$ cat src/sv/dnle_pkg.sv
// Package for the DNS name label encoder.
// Holds field widths, codes and the word types shared by all modules.
// No dependencies.
`default_nettype none
package dnle_pkg;

  localparam int unsigned ADDR_FIELD_W = 9;
  localparam int unsigned BYTE_W       = 8;
  localparam int unsigned LEN_W        = 10;
  localparam int unsigned LABEL_W      = 7;
  localparam int unsigned NPOS_W       = 9;
  localparam int unsigned CFG_IDX_W    = 8;
  localparam int unsigned CFG_DATA_W   = 9;
  localparam int unsigned FIFO_DEPTH   = 4;
  localparam int unsigned PTR_W        = 2;
  localparam int unsigned CNT_W        = 3;

  localparam logic [BYTE_W-1:0] DOT_CHAR  = 8'h2E;
  localparam logic [BYTE_W-1:0] NUL_CHAR  = 8'h00;
  localparam logic [NPOS_W-1:0] POS_LIMIT = 9'd511;

  localparam logic [CFG_IDX_W-1:0] CFG_MAX_LABEL = 8'd0;
  localparam logic [CFG_IDX_W-1:0] CFG_MAX_NAME  = 8'd1;

  localparam logic [1:0] PUSH_NONE = 2'd0;
  localparam logic [1:0] PUSH_ONE  = 2'd1;
  localparam logic [1:0] PUSH_TWO  = 2'd2;

  typedef struct packed {
    logic [ADDR_FIELD_W-1:0] write_address;
    logic [BYTE_W-1:0]       write_byte;
    logic                    is_last;
    logic                    error;
    logic [LEN_W-1:0]        name_length;
  } res_t;

  typedef struct packed {
    logic [1:0] n;
    res_t       r0;
    res_t       r1;
  } push_t;

  typedef struct packed {
    logic [LABEL_W-1:0] max_label_length;
    logic [NPOS_W-1:0]  max_name_position;
  } cfg_t;

endpackage
`default_nettype wire

$ cat src/sv/dnle_if.sv
// Channel interfaces for the DNS name label encoder.
// Text input, encoded write output and register write channels.
// Depends on dnle_pkg.
`default_nettype none
interface dnle_text_if;
  logic                          valid;
  logic                          ready;
  logic [dnle_pkg::BYTE_W-1:0]   text_byte;
  modport source (output valid, output text_byte, input ready);
  modport sink   (input valid, input text_byte, output ready);
endinterface

interface dnle_wr_if;
  logic                                valid;
  logic                                ready;
  logic [dnle_pkg::ADDR_FIELD_W-1:0]   write_address;
  logic [dnle_pkg::BYTE_W-1:0]         write_byte;
  logic                                is_last;
  logic                                error;
  logic [dnle_pkg::LEN_W-1:0]          name_length;
  modport source (output valid, output write_address, output write_byte,
                  output is_last, output error, output name_length, input ready);
  modport sink   (input valid, input write_address, input write_byte,
                  input is_last, input error, input name_length, output ready);
endinterface

interface dnle_cfg_if;
  logic                               valid;
  logic                               ready;
  logic [dnle_pkg::CFG_IDX_W-1:0]     index;
  logic [dnle_pkg::CFG_DATA_W-1:0]    data;
  modport source (output valid, output index, output data, input ready);
  modport sink   (input valid, input index, input data, output ready);
endinterface
`default_nettype wire

$ cat src/sv/dns_name_label_encoder_core.sv
// Top level of the DNS name label encoder.
// Depends on dnle_pkg, dnle_if, dnle_cfg_regs, dnle_encode, dnle_res_fifo.
//
//   channel  dir  payload                                         one word
//   text_i   in   text_byte                                       one character
//   wr_o     out  write_address write_byte is_last error name_len one encoded byte
//   cfg_i    in   index data                                      one register write
//
// One text word a cycle while the result queue has room; a word enters a register and its writes
// are made from that register into a four-word result queue. The end of a name gives two writes,
// so a burst of ends is held back by the single output port.
// Reset clears the name state and loads the limits 63 and 255.
// Output stalls back up through the queue to text_i.ready.
`default_nettype none
module dns_name_label_encoder_core #(
  parameter int unsigned ADDR_WIDTH = 9
) (
  input  wire        clk_i,
  input  wire        rst_ni,
  dnle_text_if.sink  text_i,
  dnle_wr_if.source  wr_o,
  dnle_cfg_if.sink   cfg_i
);

  dnle_pkg::cfg_t  cfg;
  dnle_pkg::push_t push;
  logic            room;

  dnle_cfg_regs u_cfg (
    .clk_i  (clk_i),
    .rst_ni (rst_ni),
    .cfg_i  (cfg_i),
    .cfg_o  (cfg)
  );

  dnle_encode #(
    .ADDR_WIDTH (ADDR_WIDTH)
  ) u_encode (
    .clk_i  (clk_i),
    .rst_ni (rst_ni),
    .text_i (text_i),
    .cfg_i  (cfg),
    .room_i (room),
    .push_o (push)
  );

  dnle_res_fifo u_fifo (
    .clk_i  (clk_i),
    .rst_ni (rst_ni),
    .push_i (push),
    .room_o (room),
    .wr_o   (wr_o)
  );

endmodule
`default_nettype wire

$ cat src/sv/dnle_cfg_regs.sv
// Configuration registers of the DNS name label encoder.
// Decodes register writes into the limit values. Depends on dnle_pkg, dnle_if.
`default_nettype none
module dnle_cfg_regs (
  input  wire               clk_i,
  input  wire               rst_ni,
  dnle_cfg_if.sink          cfg_i,
  output dnle_pkg::cfg_t    cfg_o
);

  logic [dnle_pkg::LABEL_W-1:0] max_label_q, max_label_d;
  logic [dnle_pkg::NPOS_W-1:0]  max_name_q, max_name_d;

  assign cfg_i.ready = 1'b1;

  always_comb begin
    max_label_d = max_label_q;
    max_name_d  = max_name_q;
    if (cfg_i.valid) begin
      unique case (cfg_i.index)
        dnle_pkg::CFG_MAX_LABEL: max_label_d = cfg_i.data[dnle_pkg::LABEL_W-1:0];
        dnle_pkg::CFG_MAX_NAME:  max_name_d  = cfg_i.data[dnle_pkg::NPOS_W-1:0];
        default: ;
      endcase
    end
  end

  always_ff @(posedge clk_i or negedge rst_ni) begin
    if (!rst_ni) begin
      max_label_q <= 7'd63;
      max_name_q  <= 9'd255;
    end else begin
      max_label_q <= max_label_d;
      max_name_q  <= max_name_d;
    end
  end

  assign cfg_o.max_label_length  = max_label_q;
  assign cfg_o.max_name_position = max_name_q;

endmodule
`default_nettype wire

$ cat src/sv/dnle_encode.sv
// Encoding stage of the DNS name label encoder.
// Input word register, name state and the per-byte write generation.
// Depends on dnle_pkg, dnle_if.
`default_nettype none
module dnle_encode #(
  parameter int unsigned ADDR_WIDTH = 9
) (
  input  wire               clk_i,
  input  wire               rst_ni,
  dnle_text_if.sink         text_i,
  input  dnle_pkg::cfg_t    cfg_i,
  input  wire               room_i,
  output dnle_pkg::push_t   push_o
);

  localparam int unsigned AF_W = dnle_pkg::ADDR_FIELD_W;
  localparam int unsigned LF_W = dnle_pkg::LEN_W;
  localparam int unsigned LB_W = dnle_pkg::LABEL_W;
  localparam logic [ADDR_WIDTH-1:0] ADDR_MAX = {ADDR_WIDTH{1'b1}};
  localparam logic [ADDR_WIDTH-1:0] ADDR_ONE = ADDR_WIDTH'(1);

  logic                          byte_vld_q;
  logic [dnle_pkg::BYTE_W-1:0]   byte_q;
  logic [ADDR_WIDTH-1:0]         label_start_q, label_start_d;
  logic [ADDR_WIDTH-1:0]         out_pos_q, out_pos_d;
  logic [LB_W-1:0]               label_cnt_q, label_cnt_d;
  logic [dnle_pkg::NPOS_W-1:0]   in_pos_q, in_pos_d, in_pos_inc;
  logic                          after_dot_q, after_dot_d;
  logic                          discard_q, discard_d;
  logic                          fire;
  logic [LB_W:0]                 next_cnt;
  logic                          char_bad;
  logic [ADDR_WIDTH:0]           start_len, out_len;

  assign fire         = byte_vld_q && room_i;
  assign text_i.ready = !byte_vld_q || room_i;

  always_ff @(posedge clk_i or negedge rst_ni) begin
    if (!rst_ni) begin
      byte_vld_q <= 1'b0;
    end else if (text_i.ready) begin
      byte_vld_q <= text_i.valid;
    end
  end

  always_ff @(posedge clk_i) begin
    if (text_i.ready && text_i.valid) begin
      byte_q <= text_i.text_byte;
    end
  end

  assign next_cnt   = {1'b0, label_cnt_q} + (LB_W+1)'(1);
  assign char_bad   = (next_cnt > {1'b0, cfg_i.max_label_length})
                   || (in_pos_q >= cfg_i.max_name_position)
                   || (out_pos_q == ADDR_MAX);
  assign in_pos_inc = (in_pos_q == dnle_pkg::POS_LIMIT) ? in_pos_q : in_pos_q + 9'd1;
  assign start_len  = {1'b0, label_start_q} + (ADDR_WIDTH+1)'(1);
  assign out_len    = {1'b0, out_pos_q} + (ADDR_WIDTH+1)'(1);

  always_comb begin
    label_start_d = label_start_q;
    out_pos_d     = out_pos_q;
    label_cnt_d   = label_cnt_q;
    in_pos_d      = in_pos_q;
    after_dot_d   = after_dot_q;
    discard_d     = discard_q;
    push_o        = '0;
    if (fire) begin
      if (discard_q) begin
        if (byte_q == dnle_pkg::NUL_CHAR) begin
          label_start_d = '0;
          out_pos_d     = ADDR_ONE;
          label_cnt_d   = '0;
          in_pos_d      = '0;
          after_dot_d   = 1'b0;
          discard_d     = 1'b0;
        end
      end else if (byte_q == dnle_pkg::NUL_CHAR) begin
        if (after_dot_q) begin
          push_o.n                = dnle_pkg::PUSH_ONE;
          push_o.r0.write_address = AF_W'(label_start_q);
          push_o.r0.is_last       = 1'b1;
          push_o.r0.name_length   = LF_W'(start_len);
        end else begin
          push_o.n                = dnle_pkg::PUSH_TWO;
          push_o.r0.write_address = AF_W'(label_start_q);
          push_o.r0.write_byte    = {1'b0, label_cnt_q};
          push_o.r1.write_address = AF_W'(out_pos_q);
          push_o.r1.is_last       = 1'b1;
          push_o.r1.name_length   = LF_W'(out_len);
        end
        label_start_d = '0;
        out_pos_d     = ADDR_ONE;
        label_cnt_d   = '0;
        in_pos_d      = '0;
        after_dot_d   = 1'b0;
      end else if ((byte_q == dnle_pkg::DOT_CHAR && out_pos_q == ADDR_MAX)
                || (byte_q != dnle_pkg::DOT_CHAR && char_bad)) begin
        push_o.n          = dnle_pkg::PUSH_ONE;
        push_o.r0.is_last = 1'b1;
        push_o.r0.error   = 1'b1;
        discard_d         = 1'b1;
      end else if (byte_q == dnle_pkg::DOT_CHAR) begin
        push_o.n                = dnle_pkg::PUSH_ONE;
        push_o.r0.write_address = AF_W'(label_start_q);
        push_o.r0.write_byte    = {1'b0, label_cnt_q};
        label_start_d = out_pos_q;
        out_pos_d     = out_pos_q + ADDR_ONE;
        label_cnt_d   = '0;
        after_dot_d   = 1'b1;
        in_pos_d      = in_pos_inc;
      end else begin
        push_o.n                = dnle_pkg::PUSH_ONE;
        push_o.r0.write_address = AF_W'(out_pos_q);
        push_o.r0.write_byte    = byte_q;
        out_pos_d     = out_pos_q + ADDR_ONE;
        label_cnt_d   = next_cnt[LB_W-1:0];
        after_dot_d   = 1'b0;
        in_pos_d      = in_pos_inc;
      end
    end
  end

  always_ff @(posedge clk_i or negedge rst_ni) begin
    if (!rst_ni) begin
      label_start_q <= '0;
      out_pos_q     <= ADDR_ONE;
      label_cnt_q   <= '0;
      in_pos_q      <= '0;
      after_dot_q   <= 1'b0;
      discard_q     <= 1'b0;
    end else begin
      label_start_q <= label_start_d;
      out_pos_q     <= out_pos_d;
      label_cnt_q   <= label_cnt_d;
      in_pos_q      <= in_pos_d;
      after_dot_q   <= after_dot_d;
      discard_q     <= discard_d;
    end
  end

  a_err_is_last: assert property (@(posedge clk_i) disable iff (!rst_ni)
    (push_o.n != dnle_pkg::PUSH_NONE && push_o.r0.error) |-> push_o.r0.is_last)
    else $error("error word not marked last");

  a_end_clears: assert property (@(posedge clk_i) disable iff (!rst_ni)
    (fire && byte_q == dnle_pkg::NUL_CHAR) |=>
      (out_pos_q == ADDR_ONE && label_start_q == '0 && !discard_q))
    else $error("name state not cleared at end of name");

  a_discard_silent: assert property (@(posedge clk_i) disable iff (!rst_ni)
    (fire && discard_q) |-> (push_o.n == dnle_pkg::PUSH_NONE))
    else $error("write produced while dropping input");

endmodule
`default_nettype wire

$ cat src/sv/dnle_res_fifo.sv
// Result queue of the DNS name label encoder.
// Takes up to two write words a cycle and hands out one. Depends on dnle_pkg, dnle_if.
`default_nettype none
module dnle_res_fifo (
  input  wire               clk_i,
  input  wire               rst_ni,
  input  dnle_pkg::push_t   push_i,
  output logic              room_o,
  dnle_wr_if.source         wr_o
);

  localparam int unsigned PW = dnle_pkg::PTR_W;
  localparam int unsigned CW = dnle_pkg::CNT_W;

  dnle_pkg::res_t  mem_q [dnle_pkg::FIFO_DEPTH];
  logic [PW-1:0]   wr_ptr_q, rd_ptr_q;
  logic [CW-1:0]   count_q, count_d;
  logic            pop;
  dnle_pkg::res_t  head;

  assign pop    = wr_o.valid && wr_o.ready;
  assign room_o = (count_q <= CW'(dnle_pkg::FIFO_DEPTH - 2))
               || (count_q == CW'(dnle_pkg::FIFO_DEPTH - 1) && pop);
  assign count_d = count_q + CW'(push_i.n) - CW'(pop);

  always_ff @(posedge clk_i or negedge rst_ni) begin
    if (!rst_ni) begin
      wr_ptr_q <= '0;
      rd_ptr_q <= '0;
      count_q  <= '0;
    end else begin
      wr_ptr_q <= wr_ptr_q + PW'(push_i.n);
      rd_ptr_q <= rd_ptr_q + PW'(pop);
      count_q  <= count_d;
    end
  end

  always_ff @(posedge clk_i) begin
    if (push_i.n != dnle_pkg::PUSH_NONE) begin
      mem_q[wr_ptr_q] <= push_i.r0;
    end
    if (push_i.n == dnle_pkg::PUSH_TWO) begin
      mem_q[wr_ptr_q + PW'(1)] <= push_i.r1;
    end
  end

  assign head               = mem_q[rd_ptr_q];
  assign wr_o.valid         = (count_q != '0);
  assign wr_o.write_address = head.write_address;
  assign wr_o.write_byte    = head.write_byte;
  assign wr_o.is_last       = head.is_last;
  assign wr_o.error         = head.error;
  assign wr_o.name_length   = head.name_length;

  a_no_overfill: assert property (@(posedge clk_i) disable iff (!rst_ni)
    count_q <= CW'(dnle_pkg::FIFO_DEPTH))
    else $error("result queue overfilled");

  a_push_count: assert property (@(posedge clk_i) disable iff (!rst_ni)
    (push_i.n != dnle_pkg::PUSH_NONE && !pop) |=> (count_q > $past(count_q)))
    else $error("result queue lost a word");

endmodule
`default_nettype wire

$ cat src/flat_wrapper.sv
// flat-port wrapper written by rule: the top's interface ports become plain ports
module dns_name_label_encoder_core_flat 
#(
  parameter int unsigned ADDR_WIDTH = 9
)
  (clk_i, rst_ni, text_i_valid, text_i_text_byte, text_i_ready, wr_o_valid, wr_o_write_address, wr_o_write_byte, wr_o_is_last, wr_o_error, wr_o_name_length, wr_o_ready, cfg_i_valid, cfg_i_index, cfg_i_data, cfg_i_ready);
  dnle_text_if text_i_i ();
  dnle_wr_if wr_o_i ();
  dnle_cfg_if cfg_i_i ();
  input  wire clk_i;
  input  wire rst_ni;
  input wire logic [$bits(text_i_i.valid)-1:0] text_i_valid;
  input wire logic [$bits(text_i_i.text_byte)-1:0] text_i_text_byte;
  output wire logic [$bits(text_i_i.ready)-1:0] text_i_ready;
  output wire logic [$bits(wr_o_i.valid)-1:0] wr_o_valid;
  output wire logic [$bits(wr_o_i.write_address)-1:0] wr_o_write_address;
  output wire logic [$bits(wr_o_i.write_byte)-1:0] wr_o_write_byte;
  output wire logic [$bits(wr_o_i.is_last)-1:0] wr_o_is_last;
  output wire logic [$bits(wr_o_i.error)-1:0] wr_o_error;
  output wire logic [$bits(wr_o_i.name_length)-1:0] wr_o_name_length;
  input wire logic [$bits(wr_o_i.ready)-1:0] wr_o_ready;
  input wire logic [$bits(cfg_i_i.valid)-1:0] cfg_i_valid;
  input wire logic [$bits(cfg_i_i.index)-1:0] cfg_i_index;
  input wire logic [$bits(cfg_i_i.data)-1:0] cfg_i_data;
  output wire logic [$bits(cfg_i_i.ready)-1:0] cfg_i_ready;
  assign text_i_i.valid = text_i_valid;
  assign text_i_i.text_byte = text_i_text_byte;
  assign text_i_ready = text_i_i.ready;
  assign wr_o_valid = wr_o_i.valid;
  assign wr_o_write_address = wr_o_i.write_address;
  assign wr_o_write_byte = wr_o_i.write_byte;
  assign wr_o_is_last = wr_o_i.is_last;
  assign wr_o_error = wr_o_i.error;
  assign wr_o_name_length = wr_o_i.name_length;
  assign wr_o_i.ready = wr_o_ready;
  assign cfg_i_i.valid = cfg_i_valid;
  assign cfg_i_i.index = cfg_i_index;
  assign cfg_i_i.data = cfg_i_data;
  assign cfg_i_ready = cfg_i_i.ready;
  dns_name_label_encoder_core #(.ADDR_WIDTH(ADDR_WIDTH)) u_core (.clk_i(clk_i), .rst_ni(rst_ni), .text_i(text_i_i), .wr_o(wr_o_i), .cfg_i(cfg_i_i));
endmodule
$ cat config.mk
export PLATFORM = sky130hd
export DESIGN_NAME = dns_name_label_encoder_core_flat
export DESIGN_NICKNAME = d
export VERILOG_FILES = /design/src/sv/dnle_pkg.sv /design/src/sv/dnle_if.sv /design/src/sv/dns_name_label_encoder_core.sv /design/src/sv/dnle_cfg_regs.sv /design/src/sv/dnle_encode.sv /design/src/sv/dnle_res_fifo.sv /design/src/flat_wrapper.sv
export SDC_FILE = /design/constraint.sdc
export NUM_CORES = 1
export LEC_CHECK = 0
export ABC_AREA = 1
export BUFFER_PORTS_ARGS = -buffer_cell sky130_fd_sc_hd__buf_4
export CAP_MARGIN = 20
export CORE_ASPECT_RATIO = 1.25
export CORE_UTILIZATION = 35
export CTS_CLUSTER_SIZE = 30
export DETAILED_ROUTE_END_ITERATION = 8
export HOLD_SLACK_MARGIN = 0.02
export SYNTH_ARGS = -nofsm -noshare
export SYNTH_HDL_FRONTEND = slang
export SYNTH_SLANG_ARGS = --single-unit
export TNS_END_PERCENT = 10
$ cat constraint.sdc
create_clock -name clk_i -period 3 [get_ports clk_i]
set_input_delay 0.3 -clock clk_i [delete_from_list [all_inputs] [get_ports clk_i]]
set_output_delay 0.3 -clock clk_i [all_outputs]
set_load 0.02 [all_outputs]
== Yosys cells after proc, flatten, opt, wreduce, memory -nomap -nowiden ==
Memories as Yosys holds them, arrays and structs flattened.
Index checks and enable logic that the tools add are counted.

* ROM bits: 0
* Memories: 1
* RAM bits: 116
* Output and inout port bits: 32
* Bits in registers: 68
* Bits in latches: 0
* Bits of input ports: 30
* Logic and storage cells: 111

{| class="wikitable"
|+ Memories
! name !! words !! bits a word !! rd ports !! clocked after Yosys merged registers in !! wr ports !! line !! source
|-
| u_core.u_fifo.mem_q || 4 || 29 || 1 || 0 || 2 || dnle_res_fifo.sv:15 || <nowiki>dnle_pkg::res_t mem_q [dnle_pkg::FIFO_DEPTH];</nowiki>
|}

* Shift-type cells: 0
* Muxes and demuxes: 52
* Eq/ne operators: 10
* $add $sub $neg: 10
* Bitwise operators: 0
* $mul: 0
* Order comparisons: 3
* Div/mod/pow operators: 0
* Reductions and logical operators: 22

{| class="wikitable"
|+ Operators with widths
! cell !! count
|-
| $mux W9 || 14
|-
| $mux W40 || 2
|-
| $mux W10 || 5
|-
| $mux W7 || 6
|-
| $mux W17 || 2
|-
| $add A9 B1 Y10 const B || 2
|-
| $mux W20 || 1
|-
| $mux W1 || 19
|-
| $mux W19 || 1
|-
| $add A9 B1 Y9 const B || 2
|-
| $eq A9 B9 Y1 const B || 2
|-
| $logic_not A8 Y1 || 2
|-
| $mux W11 || 1
|-
| $ge A9 B9 Y1 || 1
|-
| $add A7 B1 Y8 const B || 1
|-
| $eq A8 B1 Y1 const B || 1
|-
| $eq A8 B6 Y1 const B || 1
|-
| $gt A8 B7 Y1 || 1
|-
| $ne A8 B6 Y1 const B || 1
|-
| $reduce_and A4 Y1 || 2
|-
| $logic_and A1 B1 Y1 || 6
|-
| $logic_or A1 B1 Y1 || 5
|-
| $ne A2 B1 Y1 const B || 2
|-
| $reduce_and A2 Y1 || 2
|-
| 14 further kinds || 15
|}

== Depth between registers and ports, before layout ==
* Depth after elaboration: 13
* Depth in mapped cells: 21
* Depth with buffers taken out: 20

== Cells and area by module ==
Synthesis repeated with hierarchy kept, for this count alone.

* Cell total of the unflattened synthesis: 1474
* Area total of the unflattened synthesis: 11179.5 µm²

{| class="wikitable"
|+ Modules (own cells, without submodules)
! module !! instances !! seq. area each (µm²) !! area each (µm²) !! cells an instance
|-
| dnle_res_fifo || 1 || 3658.5 || 6877.8 || 871
|-
| dnle_encode || 1 || 1167.4 || 3527.1 || 511
|-
| dnle_cfg_regs || 1 || 417.9 || 774.5 || 92
|}

== Worst setup path before layout ==
No wires, ideal clock.

* Path kind: register to register
* Start: register u_core.u_encode.label_cnt_q[0]
* End: memory u_core.u_fifo.mem_q[2][23] (netlist name) (data pin)
* Setup slack: 0.515 ns
* Path buffers: 1
* Clock period less this slack: 2.485 ns
* Arrival time: 2.215 ns
* Library setup time: 0.270 ns
* Cell stages (with the launch flop): 21
* Cell sequence: dfrtp_1 -> ha_1 -> nand2_1 -> inv_1 -> nand4_1 -> xor2_1 -> ha_1 -> nand2_1 -> inv_1 -> nand2_1 -> nand3_1 -> inv_1 -> nand2_1 -> nand2_1 -> nand2_1 -> nand2_2 -> nand2_1 -> nand2_2 -> buf_4 -> nand2_2 -> o21ai_0

{| class="wikitable"
|+ RTL lines
! what !! line !! source
|-
| start, declared || dnle_encode.sv:26 || <nowiki>logic [LB_W-1:0] label_cnt_q, label_cnt_d;</nowiki>
|-
| start signal, assigned || dnle_encode.sv:135 || <nowiki>label_cnt_q <= label_cnt_d;</nowiki>
|-
| end, declared || dnle_res_fifo.sv:15 ||
|}

== Final worst setup path ==
* Start: register u_core.u_fifo.count_q[2]
* End: register u_core.u_fifo.count_q[2]

* Word-level cells in the longest chain between the ends: 8

{| class="wikitable"
|+ Ends and longest elaborated chain
! what !! line !! source
|-
| start, declared || dnle_res_fifo.sv:17 || <nowiki>logic [CW-1:0] count_q, count_d;</nowiki>
|-
| start signal, assigned || dnle_res_fifo.sv:34 || <nowiki>count_q <= count_d;</nowiki>
|-
| branches (longest 7 deep; another with $le A3 B2 Y1) || n/a ||
|-
| $sub A3 B1 Y3 (*) || dnle_res_fifo.sv:24 || <nowiki>assign count_d = count_q + CW'(push_i.n) - CW'(pop);</nowiki>
|-
| net u_core.u_fifo.count_d[2] || dnle_res_fifo.sv:17 ||
|}

Mark *: on every way through the listed nets, which the timed path passes.
A chain may end at the register's enable or synchronous reset.

==> impl_metrics.yaml <==
clock_tree:
  cts_inserted_buffers: 17
  htreeDepth: 4
  clockBufferDepth: 2
  cts-root-buf: "clkbuf_16"
  cts_tree: "yes"
  cts_sinks: 184
  clk_pin_slew_ns: 0.07
  clk-insertion-delay-late_ns: 0.45
detailed_routing:
  wl_per_cell_um: 16.6
  dr.pass1.iters: 7
  ant_nets: 0
  viasPerCell: 5.16
  drt_iter0_drc: 677
  route.detailed.drc: 0
  vias: 8459
  wirelength_mm: 27.2
worst_setup_path:
  critPathCaptureType: "flop"
  cp_max_fo: 6
  critical_path.max_stage_delay_ns: 0.40
  cp-start-kind: "flop"
  cp.required_ns: 3.37
  reg2reg_depth: 13
  cpMostUsedCell: "inv_1"
  crit_slowest_cell: "dfrtp_1"
  crit_family: "simple AND/OR/NAND/NOR gates"
  critical_path_class: "reg2reg"
  worstPathCellList: "inv_1 > nand2_1 > nor2_4 > nand2_2 > nor2_1 > inv_1 > ha_1 > inv_1 > ha_1 > inv_1 > fa_1 > xnor2_1 > xor2_1"
  worstPathArrival_ns: 3.12
  critical_path_depth: 13
  crit_buf_inv: 4
timing:
  layout_setup_ws_ns: 0.247
  rsz0062_at_grt: "true"
  skew_ns: 0.0106
  setup_violations: 0
  hold_violations: 0
  tightest_slew_ns: 0.826
  max_freq_mhz: 363
  maxSlewViolCount: 0
  finalCritPeriodShare: 0.918
  period_minus_slack_ns: 2.75
  tns_ns: 0
  slew-limit-headroom: 0.449
layout:
  regArea_um2: 4880
  diodes: 0
  stdcell_area_um2: 11500
  drive_above_1_share: 0.141
  area_growth_pct: 17.5
  fillers: 2795
  nets: 1333
  multi_input_area_um2: 4220
hold_path:
  min_path_type: "in2reg"
  holdPathStages: 3
floorplanning:
  die_area_um2: 28600
  die_h_um: 189
  die_w_um: 151
  core_area_um2: 27600
  rows: 68
  pin_count: 62
  start_util: 0.354
global_routing:
  grt_util_met2: 0.328
  gr-max-usage-layer: "met2"
  grt-ovfl-total: 0
  grt_max_degree: 61
  met3_usage: 0.0370
  grtUsageTotal: 0.198
  antenna_found_initial: 0
  use_met1: 0.247
  grt_pass1_wl_mm: 43.3
  grt_pass1_vias: 8233
synth:
  yosys_warnings: 0
  seq_area_frac_synth: 0.500
  syn_nets: 1261
  yosys_register_bits: 184
  avgSynthCellArea_um2: 8.12
  synth.distinct_cells: 44
  syn-cell-area_um2: 9770
  syn_inst: 1203
power:
  p_leak_nw: 5.08
  ir_drop_mv: 0.451
  power_density_nw_per_um2: 718
placement:
  placedInstanceArea_um2: 10700
  hpwl_mm: 18.7
  place.gp.congestion: 0.854
  pre_cts_slack_ns: 0.0721
  portBuffers: 60
job:
  cap_violations: 0
outcome:
  outcome: "completed"
## cell families (layout without fill, tap and decap cells)
family,after synthesis,in the layout,synth area share
XOR/XNOR,17,17,0.0152
AND/OR/NAND/NOR,583,584,0.256
buffers and inverters,179,263,0.0732
adder cells (fa/ha/maj),28,28,0.0366
other,1,1,0.000384
AO/OA/AOI/OAI,211,211,0.119
flip-flops,184,184,0.500
## cells in the final DEF (no fill, tap or decap), types with 15 or more instances in the layout
master and n:
dfrtp_1 44, inv_1 111, nor2_1 107, nand2_1 339
edfxtp_1 88, o21ai_0 112, clkbuf_16 17, dfxtp_1 36
nand4_1 33, ha_1 26, buf_4 97, dfstp_2 15
nand3_1 67, o22ai_1 68
## power breakdown
part           switching [W]  leakage, nW  internal [W]
registers           0.000142         1.89       0.00286
logic                0.00191         2.90      0.000993
clock network        0.00102        0.289       0.00132
## layout make-up
type | count | share of cell area
flip-flops and latches | 184 | 0.425
multi-input cells | 841 | 0.368
repair buffers | 110 | 0.0770
inverters | 121 | 0.0398
well taps | 350 | 0.0381
clock buffers | 19 | 0.0377
clock inverters | 13 | 0.0144
## worst reg2reg max path, delay by kind of cell, from the launching register on
family | cells | cell delay (ns)
xor gates and xnor gates | 2 | 0.35
adders and majority gates | 3 | 0.79
buffers and inverters | 4 | 0.30
DFF | 1 | 0.40
and+or+nand+nor | 4 | 0.84
## layer usage
layer  share of wire  wire length [um]  vias to the layer above
met2            0.49             13300                      276
met1            0.42             11500                     3971
met4           0.030               830                        0
met5               0                 0                        -
met3           0.059              1600                       52
li1                -                 -                     4160
## synthesized netlist by cell type, drive strengths merged
library cell | number | share of area
clkinv | 1 | 0.00038
or2 | 4 | 0.0026
o21bai | 1 | 0.00077
fa | 1 | 0.0020
dfrtp | 45 | 0.12
o21ai | 126 | 0.065
edfxtp | 88 | 0.27
ha | 27 | 0.035
nand2 | 350 | 0.14
a31oi | 1 | 0.00064
nor4 | 1 | 0.00064
xor2 | 13 | 0.012
conb | 1 | 0.00038
buf | 21 | 0.013
nand3b | 5 | 0.0038
inv | 120 | 0.046
o22ai | 68 | 0.044
nand4 | 33 | 0.021
o21a | 4 | 0.0031
a21oi | 10 | 0.0051
xnor2 | 4 | 0.0036
nor2 | 111 | 0.046
or4 | 1 | 0.00077
and3 | 1 | 0.00064
clkbuf | 37 | 0.014
a21boi | 1 | 0.0012
dfstp | 15 | 0.040
dfxtp | 36 | 0.074
nand3 | 70 | 0.038
nor3 | 7 | 0.0059
## worst paths after layout
path / startpoint / slack, ns / endpoint
min in group asynchronous: rst_ni / 0.48 / u_core.u_encode.out_pos_q[3]$_DFFE_PN0P_
setup reg to reg: u_core.u_fifo.count_q[2]$_DFF_PN0_ / 0.25 / u_core.u_fifo.count_q[2]$_DFF_PN0_
hold / removal: cfg_i_data[7] / 0.09 / u_core.u_cfg.max_name_q[7]$_DFFE_PN1P_
hold reg to reg: u_core.u_fifo.mem_q[1][16]$_SDFFE_PP0P_ / 0.45 / u_core.u_fifo.mem_q[1][16]$_SDFFE_PP0P_
max in group asynchronous: rst_ni / 1.95 / u_core.u_encode.label_cnt_q[0]$_DFFE_PN0P_
setup / recovery: u_core.u_fifo.count_q[2]$_DFF_PN0_ / 0.25 / u_core.u_fifo.count_q[2]$_DFF_PN0_
## sequential cells by signal (all words and copies together), names as in the netlist, 3 cells and up
| name | flops |
|---|---|
| u_core.u_fifo.count_q | 3 |
| u_core.u_encode.in_pos_q | 9 |
| u_core.u_encode.label_start_q | 9 |
| u_core.u_encode.out_pos_q | 9 |
| u_core.u_encode.label_cnt_q | 7 |
| u_core.u_fifo.mem_q | 116 |
| u_core.u_cfg.max_label_q | 7 |
| u_core.u_cfg.max_name_q | 9 |
| u_core.u_encode.byte_q | 8 |
## metrics by stage
step,hold slack (ns),utilization,instances,power [W]
floorplan,0.00441,-,1203,0.00480
global placement,0.434,0.388,1592,0.00590
detailed placement,0.438,0.388,1592,0.00593
CTS,0.0586,0.413,1633,0.00828
global route,0.0846,0.417,1638,0.00868
finish,0.0851,0.417,1638,0.00824
## what timing repair did
item                       in CTS  in global routing
hold buffers                    9                  0
hold endpoints to repair       53                  0
setup endpoints to repair       0                 88
resized for setup               0                 17
setup buffers                   0                  4
Note: power is estimated with default switching activity, not from simulation.
